$ cat src/slpb_pkg.sv
// ----------------------------------------------------------------------------
// slpb_pkg
// Shared widths, types and coefficient constants of the selectable low-pass
// biquad.
// ----------------------------------------------------------------------------
package slpb_pkg;

    // Sample and fixed-point formats.
    localparam int SAMPLE_WIDTH   = 16;
    localparam int COEF_FRAC_BITS = 22;
    localparam int COEF_WIDTH     = COEF_FRAC_BITS + 2;
    localparam int HIST_FRAC_BITS = 8;
    localparam int HIST_WIDTH     = SAMPLE_WIDTH + HIST_FRAC_BITS;
    localparam int SUM_WIDTH      = SAMPLE_WIDTH + 3;
    localparam int SEL_WIDTH      = 3;

    typedef logic signed [SAMPLE_WIDTH-1:0] sample_t;
    typedef logic signed [HIST_WIDTH-1:0]   hist_t;
    typedef logic signed [COEF_WIDTH-1:0]   coef_t;
    typedef logic        [SEL_WIDTH-1:0]    select_t;

    // Cutoff select codes.
    localparam select_t SEL_BYPASS = 3'd0;
    localparam select_t SEL_CUT30  = 3'd1;
    localparam select_t SEL_CUT40  = 3'd2;
    localparam select_t SEL_CUT60  = 3'd3;
    localparam select_t SEL_CUT80  = 3'd4;
    localparam select_t SEL_CUT100 = 3'd5;
    localparam select_t SEL_CUT150 = 3'd6;

    // One coefficient set; active is low in bypass.
    typedef struct packed {
        logic  active;
        coef_t b;
        coef_t a0;
        coef_t a1;
    } coef_set_t;

    // Coefficients are given in units of 1e-4.
    localparam longint DECIMAL_SCALE = 10000;
    localparam longint DECIMAL_ROUND = 5000;

    // Converts a four-decimal constant to Q2.22, rounding half away from zero.
    function automatic coef_t scale_coef(input int decimal);
        longint mag;
        longint scaled;
        mag    = (decimal < 0) ? -longint'(decimal) : longint'(decimal);
        scaled = ((mag << COEF_FRAC_BITS) + DECIMAL_ROUND) / DECIMAL_SCALE;
        return (decimal < 0) ? COEF_WIDTH'(-scaled) : COEF_WIDTH'(scaled);
    endfunction

    localparam coef_t B_CUT30   = scale_coef(78);
    localparam coef_t A0_CUT30  = scale_coef(17347);
    localparam coef_t A1_CUT30  = scale_coef(-7660);
    localparam coef_t B_CUT40   = scale_coef(134);
    localparam coef_t A0_CUT40  = scale_coef(16457);
    localparam coef_t A1_CUT40  = scale_coef(-7009);
    localparam coef_t B_CUT60   = scale_coef(279);
    localparam coef_t A0_CUT60  = scale_coef(14755);
    localparam coef_t A1_CUT60  = scale_coef(-5869);
    localparam coef_t B_CUT80   = scale_coef(461);
    localparam coef_t A0_CUT80  = scale_coef(13073);
    localparam coef_t A1_CUT80  = scale_coef(-4918);
    localparam coef_t B_CUT100  = scale_coef(675);
    localparam coef_t A0_CUT100 = scale_coef(11430);
    localparam coef_t A1_CUT100 = scale_coef(-4128);
    localparam coef_t B_CUT150  = scale_coef(913);
    localparam coef_t A0_CUT150 = scale_coef(9824);
    localparam coef_t A1_CUT150 = scale_coef(-3477);

endpackage

$ cat src/slpb_coef_rom.sv
// ----------------------------------------------------------------------------
// slpb_coef_rom
// Maps the cutoff select code to its coefficient set or to bypass.
// ----------------------------------------------------------------------------
module slpb_coef_rom (
    input  slpb_pkg::select_t   cutoff_select,
    output slpb_pkg::coef_set_t coefs
);
    import slpb_pkg::*;

    always_comb begin
        coefs = '{active: 1'b1, b: B_CUT30, a0: A0_CUT30, a1: A1_CUT30};
        case (cutoff_select)
            SEL_CUT30: begin
                coefs = '{active: 1'b1, b: B_CUT30, a0: A0_CUT30, a1: A1_CUT30};
            end
            SEL_CUT40: begin
                coefs = '{active: 1'b1, b: B_CUT40, a0: A0_CUT40, a1: A1_CUT40};
            end
            SEL_CUT60: begin
                coefs = '{active: 1'b1, b: B_CUT60, a0: A0_CUT60, a1: A1_CUT60};
            end
            SEL_CUT80: begin
                coefs = '{active: 1'b1, b: B_CUT80, a0: A0_CUT80, a1: A1_CUT80};
            end
            SEL_CUT100: begin
                coefs = '{active: 1'b1, b: B_CUT100, a0: A0_CUT100, a1: A1_CUT100};
            end
            SEL_CUT150: begin
                coefs = '{active: 1'b1, b: B_CUT150, a0: A0_CUT150, a1: A1_CUT150};
            end
            default: begin
                // Bypass and the unused code: coefficients are don't-care.
                coefs = '{active: 1'b0, b: '0, a0: '0, a1: '0};
            end
        endcase
    end

endmodule

$ cat src/slpb_datapath.sv
// ----------------------------------------------------------------------------
// slpb_datapath
// One biquad step: three multiplies, an add tree, rounding and saturation.
// ----------------------------------------------------------------------------
module slpb_datapath (
    input  slpb_pkg::sample_t   x0,
    input  slpb_pkg::sample_t   x1,
    input  slpb_pkg::sample_t   x2,
    input  slpb_pkg::hist_t     y1,
    input  slpb_pkg::hist_t     y2,
    input  slpb_pkg::coef_set_t coefs,
    output slpb_pkg::hist_t     y_hist,
    output slpb_pkg::sample_t   y_sample
);
    import slpb_pkg::*;

    localparam int PROD_B_WIDTH = COEF_WIDTH + SUM_WIDTH;
    localparam int PROD_A_WIDTH = COEF_WIDTH + HIST_WIDTH;
    localparam int ACC_WIDTH    = PROD_B_WIDTH + HIST_FRAC_BITS + 2;
    localparam int Y_WIDTH      = ACC_WIDTH - COEF_FRAC_BITS;
    localparam int RND_WIDTH    = HIST_WIDTH + 1;

    localparam logic signed [ACC_WIDTH-1:0] ROUND_ACC =
        ACC_WIDTH'(1) << (COEF_FRAC_BITS - 1);
    localparam logic signed [RND_WIDTH-1:0] ROUND_OUT =
        RND_WIDTH'(1) << (HIST_FRAC_BITS - 1);
    localparam hist_t   HIST_MAX   = {1'b0, {(HIST_WIDTH-1){1'b1}}};
    localparam hist_t   HIST_MIN   = {1'b1, {(HIST_WIDTH-1){1'b0}}};
    localparam sample_t SAMPLE_MAX = {1'b0, {(SAMPLE_WIDTH-1){1'b1}}};
    localparam sample_t SAMPLE_MIN = {1'b1, {(SAMPLE_WIDTH-1){1'b0}}};

    logic signed [SUM_WIDTH-1:0]    sx;
    logic signed [PROD_B_WIDTH-1:0] prod_b;
    logic signed [PROD_A_WIDTH-1:0] prod_a0;
    logic signed [PROD_A_WIDTH-1:0] prod_a1;
    logic signed [ACC_WIDTH-1:0]    acc;
    logic signed [Y_WIDTH-1:0]      y_wide;
    logic        [Y_WIDTH-HIST_WIDTH:0] y_upper;
    logic signed [RND_WIDTH-1:0]    y_round;
    logic signed [SAMPLE_WIDTH:0]   o_wide;

    assign sx = SUM_WIDTH'(x0) + (SUM_WIDTH'(x1) <<< 1) + SUM_WIDTH'(x2);

    assign prod_b  = PROD_B_WIDTH'(coefs.b)  * PROD_B_WIDTH'(sx);
    assign prod_a0 = PROD_A_WIDTH'(coefs.a0) * PROD_A_WIDTH'(y1);
    assign prod_a1 = PROD_A_WIDTH'(coefs.a1) * PROD_A_WIDTH'(y2);

    assign acc = (ACC_WIDTH'(prod_b) <<< HIST_FRAC_BITS) + ACC_WIDTH'(prod_a0)
               + ACC_WIDTH'(prod_a1) + ROUND_ACC;

    // Floor shift back to the history format, then saturate.
    assign y_wide  = Y_WIDTH'(acc >>> COEF_FRAC_BITS);
    assign y_upper = y_wide[Y_WIDTH-1:HIST_WIDTH-1];

    always_comb begin
        if ((&y_upper) || !(|y_upper)) begin
            y_hist = y_wide[HIST_WIDTH-1:0];
        end else if (y_wide[Y_WIDTH-1]) begin
            y_hist = HIST_MIN;
        end else begin
            y_hist = HIST_MAX;
        end
    end

    // Round the history value to an integer sample, then saturate again.
    assign y_round = RND_WIDTH'(y_hist) + ROUND_OUT;
    assign o_wide  = y_round[RND_WIDTH-1:HIST_FRAC_BITS];

    always_comb begin
        if (o_wide[SAMPLE_WIDTH] == o_wide[SAMPLE_WIDTH-1]) begin
            y_sample = o_wide[SAMPLE_WIDTH-1:0];
        end else if (o_wide[SAMPLE_WIDTH]) begin
            y_sample = SAMPLE_MIN;
        end else begin
            y_sample = SAMPLE_MAX;
        end
    end

endmodule

$ cat src/selectable_lowpass_biquad.sv
// ----------------------------------------------------------------------------
// selectable_lowpass_biquad
// Second-order low-pass IIR filter with six selectable cutoff settings and a
// bypass mode, one output sample per input sample.
// ----------------------------------------------------------------------------
// The block accepts one sample per clock cycle as long as the result side
// keeps taking transfers; each result passes through the input register and
// then the result register. A sample is captured in the input register; when
// it moves on, the full biquad step (three multiplies in parallel, the add
// tree, rounding and saturation) runs in one pass and lands in the result
// register, while the two-deep input and output histories update at the same
// edge. That feedback through the output history, closed in one pass, sets the rate.
// When the result side stalls, the input register still takes one more
// sample, so the input only stops once both registers are full. Writing
// cutoff_select on the configuration channel picks a coefficient set
// (1 to 6 for cutoff codes 30, 40, 60, 80, 100 and 150) or bypass (0 or 7).
// In bypass each sample passes through unchanged and the history stays as it
// was. Write the register only while no sample is in flight.
module selectable_lowpass_biquad (
    input  logic                    aclk,
    input  logic                    aresetn,
    // Configuration write channel.
    input  logic                    cfg_valid,
    output logic                    cfg_ready,
    input  slpb_pkg::select_t       cfg_data,
    // Input sample channel.
    input  logic                    s_valid,
    output logic                    s_ready,
    input  slpb_pkg::sample_t       s_sample_in,
    // Result channel.
    output logic                    m_valid,
    input  logic                    m_ready,
    output slpb_pkg::sample_t       m_sample_out
);
    import slpb_pkg::*;

    select_t   cutoff_select_reg;
    logic      in_valid_reg;
    sample_t   x_reg;
    sample_t   x_hist0_reg;
    sample_t   x_hist1_reg;
    hist_t     y_hist0_reg;
    hist_t     y_hist1_reg;
    logic      out_valid_reg;
    sample_t   out_sample_reg;

    coef_set_t coefs;
    hist_t     dp_y_hist;
    sample_t   dp_sample;
    logic      advance;
    logic      step;

    // The configuration register can be written in any cycle.
    assign cfg_ready = 1'b1;

    always_ff @(posedge aclk) begin
        if (!aresetn) begin
            cutoff_select_reg <= SEL_BYPASS;
        end else if (cfg_valid && cfg_ready) begin
            cutoff_select_reg <= cfg_data;
        end
    end

    // The result register can load when it is empty or its transfer completes.
    // The input register can load when it is empty or moves on this cycle.
    assign advance = !out_valid_reg || m_ready;
    assign s_ready = !in_valid_reg || advance;
    assign step    = in_valid_reg && advance;

    always_ff @(posedge aclk) begin
        if (!aresetn) begin
            in_valid_reg <= 1'b0;
        end else if (s_ready) begin
            in_valid_reg <= s_valid;
        end
    end

    always_ff @(posedge aclk) begin
        if (s_valid && s_ready) begin
            x_reg <= s_sample_in;
        end
    end

    slpb_coef_rom u_coef_rom (
        .cutoff_select (cutoff_select_reg),
        .coefs         (coefs)
    );

    slpb_datapath u_datapath (
        .x0       (x_reg),
        .x1       (x_hist0_reg),
        .x2       (x_hist1_reg),
        .y1       (y_hist0_reg),
        .y2       (y_hist1_reg),
        .coefs    (coefs),
        .y_hist   (dp_y_hist),
        .y_sample (dp_sample)
    );

    // Filter history; it moves only when a filtered (not bypassed) sample
    // steps into the result register.
    always_ff @(posedge aclk) begin
        if (!aresetn) begin
            x_hist0_reg <= '0;
            x_hist1_reg <= '0;
            y_hist0_reg <= '0;
            y_hist1_reg <= '0;
        end else if (step && coefs.active) begin
            x_hist0_reg <= x_reg;
            x_hist1_reg <= x_hist0_reg;
            y_hist0_reg <= dp_y_hist;
            y_hist1_reg <= y_hist0_reg;
        end
    end

    always_ff @(posedge aclk) begin
        if (!aresetn) begin
            out_valid_reg <= 1'b0;
        end else if (advance) begin
            out_valid_reg <= in_valid_reg;
        end
    end

    always_ff @(posedge aclk) begin
        if (step) begin
            out_sample_reg <= coefs.active ? dp_sample : x_reg;
        end
    end

    assign m_valid      = out_valid_reg;
    assign m_sample_out = out_sample_reg;

`ifndef NO_ASSERTIONS
    // A bypassed sample leaves the history untouched.
    assert property (@(posedge aclk) disable iff (!aresetn)
        (step && !coefs.active) |=>
            ($stable(x_hist0_reg) && $stable(x_hist1_reg) &&
             $stable(y_hist0_reg) && $stable(y_hist1_reg)))
        else $error("history changed on a bypassed sample");

    // A bypassed sample reaches the result register unchanged.
    assert property (@(posedge aclk) disable iff (!aresetn)
        (step && !coefs.active) |=> (m_sample_out == $past(x_reg)))
        else $error("bypass result differs from its input");

    // The input stalls only when both registers hold samples.
    assert property (@(posedge aclk) disable iff (!aresetn)
        !s_ready |-> (in_valid_reg && out_valid_reg && !m_ready))
        else $error("input stalled with room in the pipeline");

    // A sample that steps forward always shows up as a valid result.
    assert property (@(posedge aclk) disable iff (!aresetn)
        step |=> m_valid)
        else $error("stepped sample did not produce a result");
`endif

endmodule

$ cat config.mk
export PLATFORM = sky130hd
export DESIGN_NAME = selectable_lowpass_biquad
export DESIGN_NICKNAME = d
export VERILOG_FILES = /design/src/slpb_pkg.sv /design/src/slpb_coef_rom.sv /design/src/slpb_datapath.sv /design/src/selectable_lowpass_biquad.sv
export SDC_FILE = /design/constraint.sdc
export NUM_CORES = 2
export LEC_CHECK = 0
export ABC_AREA = 1
export BUFFER_PORTS_ARGS = -buffer_cell sky130_fd_sc_hd__buf_2
export CORE_MARGIN = 2
export CORE_UTILIZATION = 59
export DETAILED_ROUTE_END_ITERATION = 10
export GPL_TIMING_DRIVEN = 0
export PLACE_DENSITY_LB_ADDON = 0.2
export SLEW_MARGIN = 20
export SYNTH_ARGS = -nofsm -noshare
export SYNTH_HDL_FRONTEND = slang
export SYNTH_SLANG_ARGS = --single-unit
export TNS_END_PERCENT = 20
$ cat constraint.sdc
create_clock -name aclk -period 22.5 [get_ports aclk]
set_input_delay 1.125 -clock aclk [delete_from_list [all_inputs] [get_ports aclk]]
set_output_delay 1.125 -clock aclk [all_outputs]
set_load 0.03 [all_outputs]
Word level (Yosys, flattened, before mapping):

Index checks and enable logic that the tools add are counted.

* output and inout bits: 19
* latch bits: 0
* register bits after elaboration: 117
* input bits: 24
* bits in read-only memories: 0
* RAM bits: 0
* memories kept: 0
* logic and storage cells: 42

* bitwise logic cells: 0
* shift operators: 0
* multiplexer cells: 6
* $mul: 3
* order comparisons: 0
* divide/modulo/power cells: 0
* add/sub/neg operators: 6
* equal/unequal tests: 7
* reductions and logical operators: 11

Operators with widths (number)
* 73-bit case mux with 6 select lines: 1
* 24-bit by 24-bit multiplier with 48-bit output: 2
* 52-bit by 48-bit adder with 53-bit output: 1
* 53-bit by 23-bit adder with 53-bit output (second input constant): 1
* 51-bit by 48-bit adder with 52-bit output: 1
* 16-bit two-way mux: 3
* 24-bit two-way mux: 2
* 24-bit by 19-bit multiplier with 43-bit output: 1
* 24-bit by 9-bit adder with 25-bit output (second input constant): 1
* 18-bit by 16-bit adder with 19-bit output: 1
* 16-bit by 17-bit adder with 18-bit output: 1
* 3-bit == test (second input constant): 3
* 8-bit AND reduction: 1
* 8-bit OR reduction: 1
* 3-bit by 2-bit == test with 1-bit output (second input constant): 2
* 3-bit by 1-bit == test with 1-bit output (second input constant): 1
* 1-bit logical AND: 3
* 1-bit logical NOT: 3
* 1-bit logical OR: 3
* 1-bit == test: 1

Depth between registers and ports, before layout:

* word-level depth: 14
* mapped depth: 89
* depth with buffers taken out: 87

Hierarchy:

Synthesis repeated with hierarchy kept, for this count alone.

* cell total of the unflattened synthesis: 8429
* area, all modules: 69605.5 sq um

By module, submodules not included
* slpb_datapath: seq. area each 0.0 sq um, area an instance 63836.2 sq um, cells an instance 7595, instances 1
* selectable_lowpass_biquad: seq. area each 2662.6 sq um, area an instance 5276.3 sq um, cells an instance 739, instances 1
* slpb_coef_rom: seq. area each 0.0 sq um, area an instance 493.0 sq um, cells an instance 95, instances 1

Least setup slack after synthesis:

OpenSTA, ideal clock, no wires.

* kind: register to register
* start: register x_reg[1]
* end: register out_sample_reg[5] (netlist: m_sample_out[5]), data pin
* cell stages (with the launch flop): 84
* buffers on the path: 3
* period minus slack after synthesis: 16.087 ns
* data arrival time: 15.830 ns
* path slack: 6.413 ns
* path through: edfxtp_1 > fa_1 > ha_1 > inv_1 > fa_1 > o21ai_0 > a21oi_1 > o21bai_1 > nand2_1 > nand2_1 > a21oi_1 > o31ai_1 > nand2_1 > nand2_1 > a21oi_1 > o21ai_0 > xor2_1 > inv_1 > (+48 left out) > nand2_1 > nand2_1 > nand3_1 > nor2_1 > nand3_2 > nand2_2 > buf_6 > nand2_1 > nand2_2 > ha_1 > inv_1 > nor2_1 > nand2_2 > o21ai_1 > nand3_1 > nand2_2 > buf_6 > a21oi_2

* word-level cells in the longest chain between the ends: 14
* elaborated cells between the ends (all ways): 17
* classes of those cells: add/sub (6); mul (1); eq/ne (1); mux (5); reduce/logical (4)

Ends and longest elaborated chain
* from (decl): RTL line selectable_lowpass_biquad.sv:39 `sample_t x_reg;`
* from (signal assigned): RTL line selectable_lowpass_biquad.sv:80 `x_reg <= s_sample_in;`
* 16-bit by 17-bit adder with 18-bit output *: RTL line slpb_datapath.sv:42 `assign sx = SUM_WIDTH'(x0) + (SUM_WIDTH'(x1) <<< 1) + SUM_WIDTH'(x2);`
* 18-bit by 16-bit adder with 19-bit output *: RTL line slpb_datapath.sv:42
* 24-bit by 19-bit multiplier with 43-bit output *: RTL line slpb_datapath.sv:44 `assign prod_b = PROD_B_WIDTH'(coefs.b) * PROD_B_WIDTH'(sx);`
* 51-bit by 48-bit adder with 52-bit output *: RTL line slpb_datapath.sv:48 `assign acc = (ACC_WIDTH'(prod_b) <<< HIST_FRAC_BITS) + ACC_WIDTH'(prod_a0)`
* 52-bit by 48-bit adder with 53-bit output *: RTL line slpb_datapath.sv:49 `+ ACC_WIDTH'(prod_a1) + ROUND_ACC;`
* 53-bit by 23-bit adder with 53-bit output *: RTL line slpb_datapath.sv:49
* 8-bit OR reduction: RTL line slpb_datapath.sv:56 `if ((&y_upper) || !(|y_upper)) begin`
* 1-bit logical NOT: RTL line slpb_datapath.sv:56
* 1-bit logical OR: RTL line slpb_datapath.sv:56
* 24-bit two-way mux *: RTL line slpb_datapath.sv:56
* via dp_y_hist[7]: RTL line selectable_lowpass_biquad.sv:48 `hist_t dp_y_hist;`
* 24-bit by 9-bit adder with 25-bit output *: RTL line slpb_datapath.sv:66 `assign y_round = RND_WIDTH'(y_hist) + ROUND_OUT;`
* 16-bit two-way mux or 1-bit == test (tied branches): RTL line slpb_datapath.sv:72, slpb_datapath.sv:70
* 16-bit two-way mux *: RTL line slpb_datapath.sv:70 `if (o_wide[SAMPLE_WIDTH] == o_wide[SAMPLE_WIDTH-1]) begin`
* 16-bit two-way mux *: RTL line selectable_lowpass_biquad.sv:126 `out_sample_reg <= coefs.active ? dp_sample : x_reg;`
* to (signal assigned): RTL line selectable_lowpass_biquad.sv:126
* to (decl): RTL line selectable_lowpass_biquad.sv:45 `sample_t out_sample_reg;`

The timed path passes the listed nets; every way through them passes the cells marked *.
A chain may end at the register's enable or synchronous reset.

Worst setup path after layout:

* start: register cutoff_select_reg[0]
* end: register out_sample_reg[10] (netlist: m_sample_out[10]), data pin

* word-level cells in the longest chain between the ends: 14
* elaborated cells between the ends (all ways): 24
* classes of those cells: add/sub (4); mul (3); eq/ne (7); mux (6); reduce/logical (4)

Ends and longest elaborated chain
* from (decl): RTL line selectable_lowpass_biquad.sv:37 `select_t cutoff_select_reg;`
* from (signal assigned): RTL line selectable_lowpass_biquad.sv:60 `cutoff_select_reg <= cfg_data;`
* 3-bit == test, or another cell as far along: RTL line slpb_coef_rom.sv:13 `case (cutoff_select)`
* 73-bit case mux with 6 select lines *: RTL line slpb_coef_rom.sv:13
* 24-bit by 24-bit multiplier with 48-bit output or 24-bit by 19-bit multiplier with 43-bit output (tied branches): RTL line slpb_datapath.sv:45, slpb_datapath.sv:44
* 51-bit by 48-bit adder with 52-bit output: RTL line slpb_datapath.sv:48
* 52-bit by 48-bit adder with 53-bit output *: RTL line slpb_datapath.sv:49
* 53-bit by 23-bit adder with 53-bit output *: RTL line slpb_datapath.sv:49
* 8-bit OR reduction: RTL line slpb_datapath.sv:56
* 1-bit logical NOT: RTL line slpb_datapath.sv:56
* 1-bit logical OR: RTL line slpb_datapath.sv:56
* 24-bit two-way mux *: RTL line slpb_datapath.sv:56
* via dp_y_hist[8]: RTL line selectable_lowpass_biquad.sv:48
* 24-bit by 9-bit adder with 25-bit output *: RTL line slpb_datapath.sv:66
* 16-bit two-way mux or 1-bit == test (tied branches): RTL line slpb_datapath.sv:72, slpb_datapath.sv:70
* 16-bit two-way mux *: RTL line slpb_datapath.sv:70
* 16-bit two-way mux *: RTL line selectable_lowpass_biquad.sv:126

Marked as above.

==> results.md <==
| Metric | Reported |
| --- | --- |
| Worst Max-Slew Pin Slew | 1.30 ns |
| CTS Root Cell | sky130_fd_sc_hd__clkbuf_16 |
| Cts bufs inserted | 17 |
| Width of the die | 321 microns |
| CTS tree | built |
| Final min period | 20.92 ns |
| Initial antenna violation count | 10 |
| GP Congestion | 1.08 |
| DIE AREA | 103000 sq um |
| CP endpoint kind | register |
| Area used by multi-input combinational logic | 47700 sq um |
| Maximum capacitance violations | 0 |
| Source of the critical timing path | cutoff_select_reg[0] |
| Share of Yosys cell area claimed by the top area cell type | 51.1% |
| Std-Cell Core Area | 99900 sq um |
| Footprint of the flip-flops and latches | 2660 sq um |
| Worst-case register-to-register setup slack | 1.58 ns |
| Data arrival, critical path | 21.13 ns |
| Clock Pin Slew Worst Setup and Hold Paths | 0.06 ns |
| Library cell with the largest summed area after synthesis | sky130_fd_sc_hd__fa_1 |
| IO Port Bufs | 41 |
| I/O Pins | 43 |
| Vias per Instance | 5.66 |
| Final hold viol count | 0 |
| Post-synth design cell area | 59300 sq um |
| Tightest slew margin relative to the limit | 13.2% |
| Initial Util | 59.4% |
| Worst hold path class | reg -> reg |
| RSZ-0062 raised after global routing | no |
| Startpoint types | register |
| Vias after detailed routing | 47400 |
| Final total negative setup slack | 0 ns |
| Total setup violations reported at the end of the flow | 0 |
| Final Cycle Share | 93.0% |
| Share of the core filled with cells | 61.9% |
| Total instance count after detailed placement | 8337 |
| Total clock sinks | 117 |
| Dominant cells by area after synthesis | sky130_fd_sc_hd__fa_1, sky130_fd_sc_hd__inv_1, sky130_fd_sc_hd__ha_1 |
| Number of detailed-routing iterations run before antenna repair | 7 |
| Worst-Skew Late Latency | 0.47 ns |
| Routed Antenna Nets | 0 |
| Path type of the worst setup path | reg -> reg |
| Die outline height | 321 microns |
| Achievable Freq | 47.8 MHz |
| Setup repair bufs after CTS | 0 |
| Leading cell type in the layout, fill and taps excluded | sky130_fd_sc_hd__inv_1 |
| Avg Inst Size Synth | 8.48 sq um |
| Final cell count without fillers | 8374 |
| PostCTS Resize Cnt | 0 |
| Wire length per cell after detailed routing | 26.4 microns |
| Post-synth net total | 9080 |
| Pins over their slew limit | 0 |
| Register bit count reported by yosys | 117 |
| Maximum root-to-sink buffer count | 2 |
| Post-route DRC | 0 |
| Fraction of registers with async set or reset after synthesis | 0% |
| Cts-stage hold buffer count | 0 |
| Critical path's most frequent cell | sky130_fd_sc_hd__fa_1 |
| DPL Wire Length | 194 mm |
| Worst endpoint required time | 22.71 ns |
| Overall track demand over capacity in global routing | 44.7% |
| Commonest cells after routing, fill and taps aside | sky130_fd_sc_hd__inv_1, sky130_fd_sc_hd__fa_1, sky130_fd_sc_hd__nand2_1, sky130_fd_sc_hd__nor2_1, sky130_fd_sc_hd__ha_1 |
| GR Overflow Total | 0 |
| Hold Startpoint | m_valid |
| Peak fanout along the critical path | 10 |
| Worst clock skew | 0.0144 ns |
| Result of the run | finished clean |
| Number of levels the H-tree was split into | 4 |
| Largest stage delay on the critical path | 0.94 ns |
| Worst r2r src | cutoff_select_reg[0] |
| Pin count of the biggest net entering global routing | 26 |
| Sum of routed wire length over all layers | 221 mm |
| Net count reported at finish | 9142 |
| Synthesized instance count | 6996 |
| Count of standard-cell rows | 116 |
| Number of fill cells in the layout | 9056 |
| Detailed router's first-iteration violation count | 5186 |
| Total number of yosys warnings | 0 |
| Vias in the first global route | 49400 |
| Sequential fraction of the synthesis area | 4.49% |
| P&R area growth vs syn | 4.20% |
| Wire length of the first global-routing pass | 325 mm |
| Slowest cell on the critical path | sky130_fd_sc_hd__nor2_2 |
| Proportion of layout cells with a drive suffix above 1 | 2.50% |
| Cell variety after synth | 48 |
| EDFF count, synth | 32 |
| Leading register cell type out of synthesis | sky130_fd_sc_hd__dfxtp_1 |
## routing by layer
layer  up-vias  wire (microns)  GRT usage, %
li1      19900               -             -
met1     23700           81200          58.2
met2      3115           93400          65.3
met3       696           27000          12.3
met4         4           19600          30.7
met5         -              25         0.567
## worst max-delay path: cells and delay by family (launching register included)
kind,cells,cell delay [ns]
buffers and inverters,19,3.89
XOR/XNOR,1,0.47
AO/OA/AOI/OAI,13,3.20
adder cells (fa/ha/maj),19,8.55
AND/OR/NAND/NOR,21,4.01
flip-flops,1,0.49
## final timing paths
kind                           end  cells past startpoint
hold reg to reg            m_valid                      2
setup reg to reg  m_sample_out[10]                     73
hold / removal             m_valid                      2
setup / recovery  m_sample_out[10]                     73
## cells in the mapped netlist (5+ instances only)
cell type / instances
sky130_fd_sc_hd__inv_1: 2122
sky130_fd_sc_hd__fa_1: 1513
sky130_fd_sc_hd__nand2_1: 1155
sky130_fd_sc_hd__nor2_1: 691
sky130_fd_sc_hd__ha_1: 547
sky130_fd_sc_hd__clkbuf_1: 200
sky130_fd_sc_hd__a21oi_1: 184
sky130_fd_sc_hd__o21ai_0: 140
sky130_fd_sc_hd__dfxtp_1: 85
sky130_fd_sc_hd__nand3_1: 43
sky130_fd_sc_hd__xnor2_1: 43
sky130_fd_sc_hd__xor2_1: 40
sky130_fd_sc_hd__edfxtp_1: 32
sky130_fd_sc_hd__nand2_2: 22
sky130_fd_sc_hd__clkinv_1: 21
sky130_fd_sc_hd__buf_1: 15
sky130_fd_sc_hd__nor3_1: 14
sky130_fd_sc_hd__o21bai_1: 13
sky130_fd_sc_hd__nand4_1: 12
sky130_fd_sc_hd__a21oi_2: 10
sky130_fd_sc_hd__o211ai_1: 9
sky130_fd_sc_hd__a31oi_1: 8
sky130_fd_sc_hd__or2_2: 8
sky130_fd_sc_hd__nand3_2: 7
sky130_fd_sc_hd__buf_6: 6
sky130_fd_sc_hd__inv_2: 6
sky130_fd_sc_hd__nor2_2: 6
sky130_fd_sc_hd__o21a_1: 5
## through the flow
stage          instance area (sq um)  setup WS, ns  hold slack [ns]
2_1_floorplan                  59300          6.41            0.483
4_1_cts                        61800          2.09            0.515
5_1_grt                        61800          1.18            0.536
6_report                       61800          1.58            0.516
3_3_place_gp                   61200          1.00            0.492
3_5_place_dp                   61200          2.15            0.505
## cells by family (layout without fill, tap and decap cells)
group	Yosys count	in the layout	share of synthesized area, %
buf+inv	2375	2450	15.1
other cells	1	6	0.00632
xor+xnor	83	83	1.23
flops	117	117	4.49
simple gates	1969	1969	13.0
compound gates	391	391	3.60
fa+ha+maj	2060	2060	62.6
## final cells by class
type	count	share of cell area (%)
inverter	2149	13.0
tap	1298	2.63
multi-input combinational	4504	77.2
clock buffer	21	0.763
antenna	5	0.0202
buffer	226	1.49
clock inverter	11	0.160
timing repair buffer	43	0.383
sequential	117	4.31
Power is not shown: default switching activity piles up to over one toggle a cycle in this logic, so the estimate is an artifact.
